<file path="src/rtl/smpd_pkg.sv">
package smpd_pkg;

   localparam int unsigned POS_W   = 15;
   localparam int unsigned BYTE_W  = 7;
   localparam int unsigned LOW6_W  = 6;

   localparam logic [POS_W-1:0] LIMIT_RESET = 15'd4096;

   // Header byte layout
   localparam int unsigned SYNC_BIT  = 6;
   localparam int unsigned LEFT_BIT  = 5;
   localparam int unsigned RIGHT_BIT = 4;

   typedef enum logic [1:0] {
      STATUS_DONE     = 2'd0,
      STATUS_SYNC_ERR = 2'd1,
      STATUS_LINE_ERR = 2'd2
   } status_type;

   typedef struct packed {
      status_type       status;
      logic [POS_W-1:0] pos_x;
      logic [POS_W-1:0] pos_y;
      logic             left_button;
      logic             right_button;
   } rsp_type;

   // Add a signed 8-bit delta to a position and clamp to 0..limit.
   function automatic logic [POS_W-1:0] move_clamp(input logic [POS_W-1:0] pos,
                                                   input logic [7:0]       delta,
                                                   input logic [POS_W-1:0] limit);
      logic signed [POS_W+1:0] sum;
      logic [POS_W-1:0]        res;
      sum = $signed({2'b00, pos}) + $signed({{(POS_W-6){delta[7]}}, delta});
      if (sum[POS_W+1]) begin
         res = '0;
      end else if (sum[POS_W:0] > {1'b0, limit}) begin
         res = limit;
      end else begin
         res = sum[POS_W-1:0];
      end
      return res;
   endfunction

endpackage

</file>
<file path="src/rtl/serial_mouse_packet_decoder.sv">
// Serial mouse packet decoder. Takes one received 7-bit byte per item (with a
// line-error flag) and assembles three-byte packets: a header with bit 6 set,
// then the low six bits of the X delta, then those of the Y delta. The header
// supplies the buttons and the two top bits of each 8-bit signed delta. On the
// third byte the deltas are added to the X/Y positions, each clamped to
// 0..position_limit, and a result item with status "done" is sent. A header
// byte missing its sync bit is dropped with a "sync error" result; any byte
// flagged with a line error aborts the packet with a "line error" result.
// Both error results carry the unchanged positions and buttons. Header and X
// bytes give no result. Rate: one item per clock while req_stall is low. The
// whole decode/accumulate/clamp step is done in the accept cycle; the result
// is registered in the result register, or in the skid entry if an older
// result waits, and shows on rsp_*. A one-entry skid buffer behind the result
// register lets input keep flowing while a result waits; req_stall rises
// only once that skid entry is also occupied. position_limit is written
// through csr_* (always ready) and takes effect at the next completed packet;
// stored positions above a newly lowered limit are reported as-is until then.
module serial_mouse_packet_decoder (
   input  logic                            clock,
   input  logic                            reset,
   // byte input channel
   input  logic                            req_valid,
   output logic                            req_stall,
   input  logic [smpd_pkg::BYTE_W-1:0]     req_rx_byte,
   input  logic                            req_line_error,
   // result channel
   output logic                            rsp_valid,
   input  logic                            rsp_stall,
   output logic [1:0]                      rsp_status,
   output logic [smpd_pkg::POS_W-1:0]      rsp_pos_x,
   output logic [smpd_pkg::POS_W-1:0]      rsp_pos_y,
   output logic                            rsp_left_button,
   output logic                            rsp_right_button,
   // position limit register
   input  logic                            csr_valid,
   output logic                            csr_ready,
   input  logic [smpd_pkg::POS_W-1:0]      csr_position_limit
);

   typedef enum logic [1:0] {
      PH_HEADER = 2'd0,
      PH_X      = 2'd1,
      PH_Y      = 2'd2
   } phase_type;

   // packet state
   phase_type                        phase_ff,  phase_in;
   logic [smpd_pkg::LOW6_W-1:0]      header_ff, header_in;
   logic [smpd_pkg::LOW6_W-1:0]      x_low_ff,  x_low_in;
   logic [smpd_pkg::POS_W-1:0]       pos_x_ff,  pos_x_in;
   logic [smpd_pkg::POS_W-1:0]       pos_y_ff,  pos_y_in;
   logic                             left_ff,   left_in;
   logic                             right_ff,  right_in;
   logic [smpd_pkg::POS_W-1:0]       limit_ff,  limit_in;

   // result register and skid entry
   logic                             out_valid_ff,  out_valid_in;
   smpd_pkg::rsp_type                out_ff,        out_in;
   logic                             skid_valid_ff, skid_valid_in;
   smpd_pkg::rsp_type                skid_ff,       skid_in;

   logic                             accept;
   logic                             gen;
   smpd_pkg::rsp_type                res;
   logic                             out_free;
   logic [7:0]                       dx;
   logic [7:0]                       dy;

   assign req_stall = skid_valid_ff;
   assign csr_ready = 1'b1;
   assign accept    = req_valid && !req_stall;
   assign out_free  = !out_valid_ff || !rsp_stall;

   // rebuilt 8-bit deltas; Y low bits come straight from the current byte
   assign dx = {header_ff[1:0], x_low_ff};
   assign dy = {header_ff[3:2], req_rx_byte[smpd_pkg::LOW6_W-1:0]};

   // decode one byte
   always_comb begin
      phase_in  = phase_ff;
      header_in = header_ff;
      x_low_in  = x_low_ff;
      pos_x_in  = pos_x_ff;
      pos_y_in  = pos_y_ff;
      left_in   = left_ff;
      right_in  = right_ff;
      gen       = 1'b0;
      res.status = smpd_pkg::STATUS_DONE;

      if (accept) begin
         if (req_line_error) begin
            phase_in   = PH_HEADER;
            gen        = 1'b1;
            res.status = smpd_pkg::STATUS_LINE_ERR;
         end else begin
            case (phase_ff)
               PH_X: begin
                  x_low_in = req_rx_byte[smpd_pkg::LOW6_W-1:0];
                  phase_in = PH_Y;
               end
               PH_Y: begin
                  pos_x_in   = smpd_pkg::move_clamp(pos_x_ff, dx, limit_ff);
                  pos_y_in   = smpd_pkg::move_clamp(pos_y_ff, dy, limit_ff);
                  left_in    = header_ff[smpd_pkg::LEFT_BIT];
                  right_in   = header_ff[smpd_pkg::RIGHT_BIT];
                  phase_in   = PH_HEADER;
                  gen        = 1'b1;
                  res.status = smpd_pkg::STATUS_DONE;
               end
               default: begin
                  // header phase (unused code treated the same)
                  if (!req_rx_byte[smpd_pkg::SYNC_BIT]) begin
                     phase_in   = PH_HEADER;
                     gen        = 1'b1;
                     res.status = smpd_pkg::STATUS_SYNC_ERR;
                  end else begin
                     header_in = req_rx_byte[smpd_pkg::LOW6_W-1:0];
                     phase_in  = PH_X;
                  end
               end
            endcase
         end
      end

      res.pos_x        = pos_x_in;
      res.pos_y        = pos_y_in;
      res.left_button  = left_in;
      res.right_button = right_in;
   end

   // config write
   assign limit_in = (csr_valid && csr_ready) ? csr_position_limit : limit_ff;

   // result register / skid steering; skid is always older than a new result
   always_comb begin
      out_valid_in  = out_valid_ff;
      out_in        = out_ff;
      skid_valid_in = skid_valid_ff;
      skid_in       = skid_ff;
      if (out_free) begin
         if (skid_valid_ff) begin
            out_valid_in  = 1'b1;
            out_in        = skid_ff;
            skid_valid_in = gen;
            skid_in       = res;
         end else begin
            out_valid_in = gen;
            out_in       = res;
         end
      end else if (gen) begin
         skid_valid_in = 1'b1;
         skid_in       = res;
      end
   end

   always_ff @(posedge clock) begin
      if (reset) begin
         phase_ff      <= PH_HEADER;
         header_ff     <= '0;
         x_low_ff      <= '0;
         pos_x_ff      <= '0;
         pos_y_ff      <= '0;
         left_ff       <= 1'b0;
         right_ff      <= 1'b0;
         limit_ff      <= smpd_pkg::LIMIT_RESET;
         out_valid_ff  <= 1'b0;
         skid_valid_ff <= 1'b0;
      end else begin
         phase_ff      <= phase_in;
         header_ff     <= header_in;
         x_low_ff      <= x_low_in;
         pos_x_ff      <= pos_x_in;
         pos_y_ff      <= pos_y_in;
         left_ff       <= left_in;
         right_ff      <= right_in;
         limit_ff      <= limit_in;
         out_valid_ff  <= out_valid_in;
         skid_valid_ff <= skid_valid_in;
      end
      out_ff  <= out_in;
      skid_ff <= skid_in;
   end

   assign rsp_valid        = out_valid_ff;
   assign rsp_status       = out_ff.status;
   assign rsp_pos_x        = out_ff.pos_x;
   assign rsp_pos_y        = out_ff.pos_y;
   assign rsp_left_button  = out_ff.left_button;
   assign rsp_right_button = out_ff.right_button;

endmodule
</file>
<file path="config.mk">
export PLATFORM = sky130hd
export DESIGN_NAME = serial_mouse_packet_decoder
export DESIGN_NICKNAME = d
export VERILOG_FILES = /design/src/rtl/smpd_pkg.sv /design/src/rtl/serial_mouse_packet_decoder.sv
export SDC_FILE = /design/constraint.sdc
export NUM_CORES = 1
export LEC_CHECK = 0
export ABC_AREA = 1
export BUFFER_PORTS_ARGS = -buffer_cell sky130_fd_sc_hd__buf_4
export CAP_MARGIN = 20
export CELL_PAD_IN_SITES_DETAIL_PLACEMENT = 1
export CELL_PAD_IN_SITES_GLOBAL_PLACEMENT = 1
export CORE_ASPECT_RATIO = 1.4
export CORE_MARGIN = 8
export CORE_UTILIZATION = 45
export DETAILED_ROUTE_END_ITERATION = 7
export PLACE_DENSITY = 0.88
export SLEW_MARGIN = 20
export SYNTH_ARGS = -nofsm -noshare
export SYNTH_HDL_FRONTEND = slang
export SYNTH_SLANG_ARGS = --single-unit
</file>
<file path="constraint.sdc">
create_clock -name clock -period 5 [get_ports clock]
set_input_delay 1.5 -clock clock [delete_from_list [all_inputs] [get_ports clock]]
set_output_delay 1.5 -clock clock [all_outputs]
set_load 0.01 [all_outputs]
</file>
==> results.yml <==
grt:
  grt_antenna_before_repair: 0
  first_global_vias: 7526
  track_usage_pct: 21.9
  overflow: 0
  grt_pass1_wl_um: 38100
  grt_max_degree: 40
clock_network:
  cts.sinks: 131
  cts_tree: "built"
  cts_resized: 0
  clock_latency_ps: 430
  post_cts_buffers: 0
  path_clk_slew_ps: 60
  cts_buffers: 17
  htreeDepth: 4
  clockBufferDepth: 2
  cts_hold_buf: 0
  cts_root_buf: "clkbuf_16"
floorplanning:
  floorplan.initialDensity_pct: 45.8
  core.rowCount: 57
  dieHeight_um: 174
  core_um2: 17400
  dieArea_um2: 22300
  ioPinCount: 65
  die_w_um: 129
critical_path:
  required_ps: 5300
  crit_family: "simple AND/OR/NAND/NOR gates"
  crit_buf_inv: 4
  worst_path_most_repeated_cell: "nand2_1"
  startpoint_type: "input pin"
  cp.arrival_ps: 4980
  worst-setup-path-type: "in2reg"
  path_max_fanout: 15
  cpPeakStageDelay_ps: 390
  cp_slowest_cell: "fa_1"
  end_kind: "flop"
flow_run:
  max-cap-violations: 0
timing:
  rsz0062_at_grt: "no"
  maxSlewViolCount: 0
  post-route-period-util_pct: 93.6
  setup_viol: 0
  layout_min_cycle_time_ps: 4680
  tightest_slew_ps: 728
  slew_headroom_pct: 51.4
  clock_skew_ps: 16.1
  hold_viol: 0
  max_freq_mhz: 214
detailed_routing:
  routed_via_density: 5.35
  wl_per_cell_um: 18.5
  drtPass1Iterations: 4
  antenna_left: 0
  drcViolationCount: 0
  num_vias: 6957
  drt_wl_total_um: 24000
  initialDrtViolationCount: 333
logic_synthesis:
  yosys_warnings: 0
  ys_types: 44
  postSynthAreaPerCell_um2: 8.10
  synth_fa_ha_area_share_pct: 10.7
  synthMuxAreaShare_pct: 0
  ys.flop_type: "edfxtp_1"
  ys_ff_latch: 131
  synth_edf_count: 68
  synth_compound_area_share_pct: 10.2
  syn_area_um2: 7980
  async_flop_share_pct: 0
  yosysTopAreaCell: "edfxtp_1"
  synth_top_family_by_area: "simple AND/OR/NAND/NOR gates"
  synth_top_area_share_pct: 25.6
  yosys.area_share.simple_pct: 28.2
  syn_inst: 985
  synth_xor_area_share_pct: 1.87
  synth_area_leaders: "edfxtp_1 (26%), dfxtp_1 (16%), nand2_1 (13%), ha_1 (10%), a21oi_1 (5.3%)"
  ys_seq_area_share_pct: 41.4
  syn_nets: 1080
placed_design:
  gp_congestion: 0.899
  port_buffers: 63
  placed_cell_area_um2: 8660
  dp_hpwl_um: 18000
final_layout:
  drive_gt1_share_pct: 16.9
  layout.nets: 1146
  nFillCells: 2141
  design_area_um2: 9250
  area.growth.synth_to_final_pct: 15.9
  insertedDiodeCount: 0
  final_core_util_pct: 53.1
hold_path:
  min_path_type: "reg2reg"
power:
  p_per_area_nw_per_um2: 300
  leakagePower_nw: 4.56
  irDropWorstVdd_mv: 0.156
status:
  outcome: "complete, no violations"
[where the power goes]
| part | switching, mW | internal [mW] | leakage [nW] | total (mW) |
|---|---|---|---|---|
| Sequential | 0.0173 | 1.17 | 1.24 | 1.18 |
| Combinational | 0.216 | 0.118 | 3.04 | 0.335 |
| Clock | 0.495 | 0.764 | 0.280 | 1.26 |
| Total | 0.728 | 2.05 | 4.56 | 2.78 |
[synth_stat cells (2+ instances only)]
cell / number
a21oi_4: 2
nand3_2: 24
nand3_1: 46
nand2_2: 32
buf_6: 4
o21a_1: 2
a21oi_1: 84
nor2_2: 3
xor2_1: 11
buf_2: 2
xnor2_1: 6
clkbuf_1: 12
a31oi_1: 2
nand3b_1: 7
nor2_1: 58
nand2_4: 2
o21ai_0: 44
nor3_1: 2
edfxtp_1: 68
a21oi_2: 4
inv_1: 107
ha_1: 65
o21bai_1: 3
nand4_1: 24
fa_1: 2
buf_4: 5
nand2_1: 280
clkbuf_8: 2
a21o_1: 3
dfxtp_1: 63
o21ai_1: 3
[metal layers]
metal / track usage [%] / vias to the layer above / wire, um
met5: 0 / - / 0
met4: 11.4 / 0 / 1050
met1: 20.7 / 3385 / 8700
met3: 4.16 / 60 / 780
met2: 42.8 / 118 / 13500
li1: - / 3394 / -
[state kept, by name, summed over array words and instances, names as in the netlist, 2 cells and up]
name        flops
rsp_pos_y      15
rsp_status      2
pos_y_ff       15
rsp_pos_x      15
header_ff       6
phase_ff        2
skid_ff        34
x_low_ff        6
pos_x_ff       15
limit_ff       15
[area by class of cell]
| class | instances | area, um2 | share of cell area, % |
|---|---|---|---|
| Clock inverter | 11 | 128 | 1.38 |
| Inverter | 109 | 409 | 4.42 |
| Sequential cell | 131 | 3300 | 35.7 |
| Timing Repair Buffer | 75 | 576 | 6.22 |
| Tap cell | 236 | 295 | 3.19 |
| Multi-Input combinational cell | 717 | 4080 | 44.1 |
| Clock buffer | 21 | 460 | 4.98 |
[stage by stage]
| step | setup TNS [ps] | hold WS, ps | setup slack (ps) | instances | total power [mW] |
|---|---|---|---|---|---|
| 2_1_floorplan | 0 | 462 | 416 | 985 | 1.42 |
| 3_3_place_gp | 0 | 480 | 7.50 | 1268 | 1.53 |
| 3_5_place_dp | -1030 | 495 | -104 | 1268 | 1.54 |
| 4_1_cts | 0 | 505 | 326 | 1300 | 2.79 |
| 5_1_grt | 0 | 525 | 4.43 | 1300 | 2.86 |
| 6_report | 0 | 500 | 319 | 1300 | 2.78 |
[final timing paths]
check	start	depth (start not counted)	endpoint	slack, ps
worst max-delay path	req_rx_byte[0]	25	rsp_pos_y[8]	320
worst min-delay path	phase_ff[1]	2	phase_ff[1]	500
worst max register to register	header_ff[1]	21	rsp_pos_x[14]	600
worst min register to register	phase_ff[1]	2	phase_ff[1]	500
[layout by cell type (no fill, tap or decap), types with 2 or more instances in the layout]
master / instances
bufinv_16: 2
edfxtp_1: 68
inv_6: 3
nand4_1: 24
a21oi_2: 4
clkbuf_8: 2
o21ai_0: 44
clkinvlp_4: 3
xnor2_1: 6
a21o_1: 3
nor2_2: 3
o21a_1: 2
inv_1: 107
nand3_1: 46
ha_1: 65
clkinv_2: 2
a31oi_1: 2
nor2_1: 58
clkbuf_16: 17
nand3b_1: 7
xor2_1: 11
o21bai_1: 3
nor3_1: 2
fa_1: 2
a21oi_1: 83
nand2_2: 32
nand2_4: 2
nand3_2: 24
o21ai_1: 3
nand2_1: 280
clkbuf_1: 2
dfxtp_1: 63
a21oi_4: 3
buf_4: 74
[worst min-delay path, delay by kind of cell, from the launching register on]
family             cells  cell delay, ps
AOI/OAI and AO/OA      1              60
DFF                    1             330
and+or+nand+nor        1              70
[logic make-up (layout without fill, tap and decap cells)]
group | after synthesis | after routing
simple gates | 483 | 483
compound gates | 149 | 149
buf+inv | 137 | 216
flops | 131 | 131
fa+ha+maj | 67 | 67
xor+xnor | 17 | 17
other cells | 1 | 1
Power figures use the tool's default switching activity.
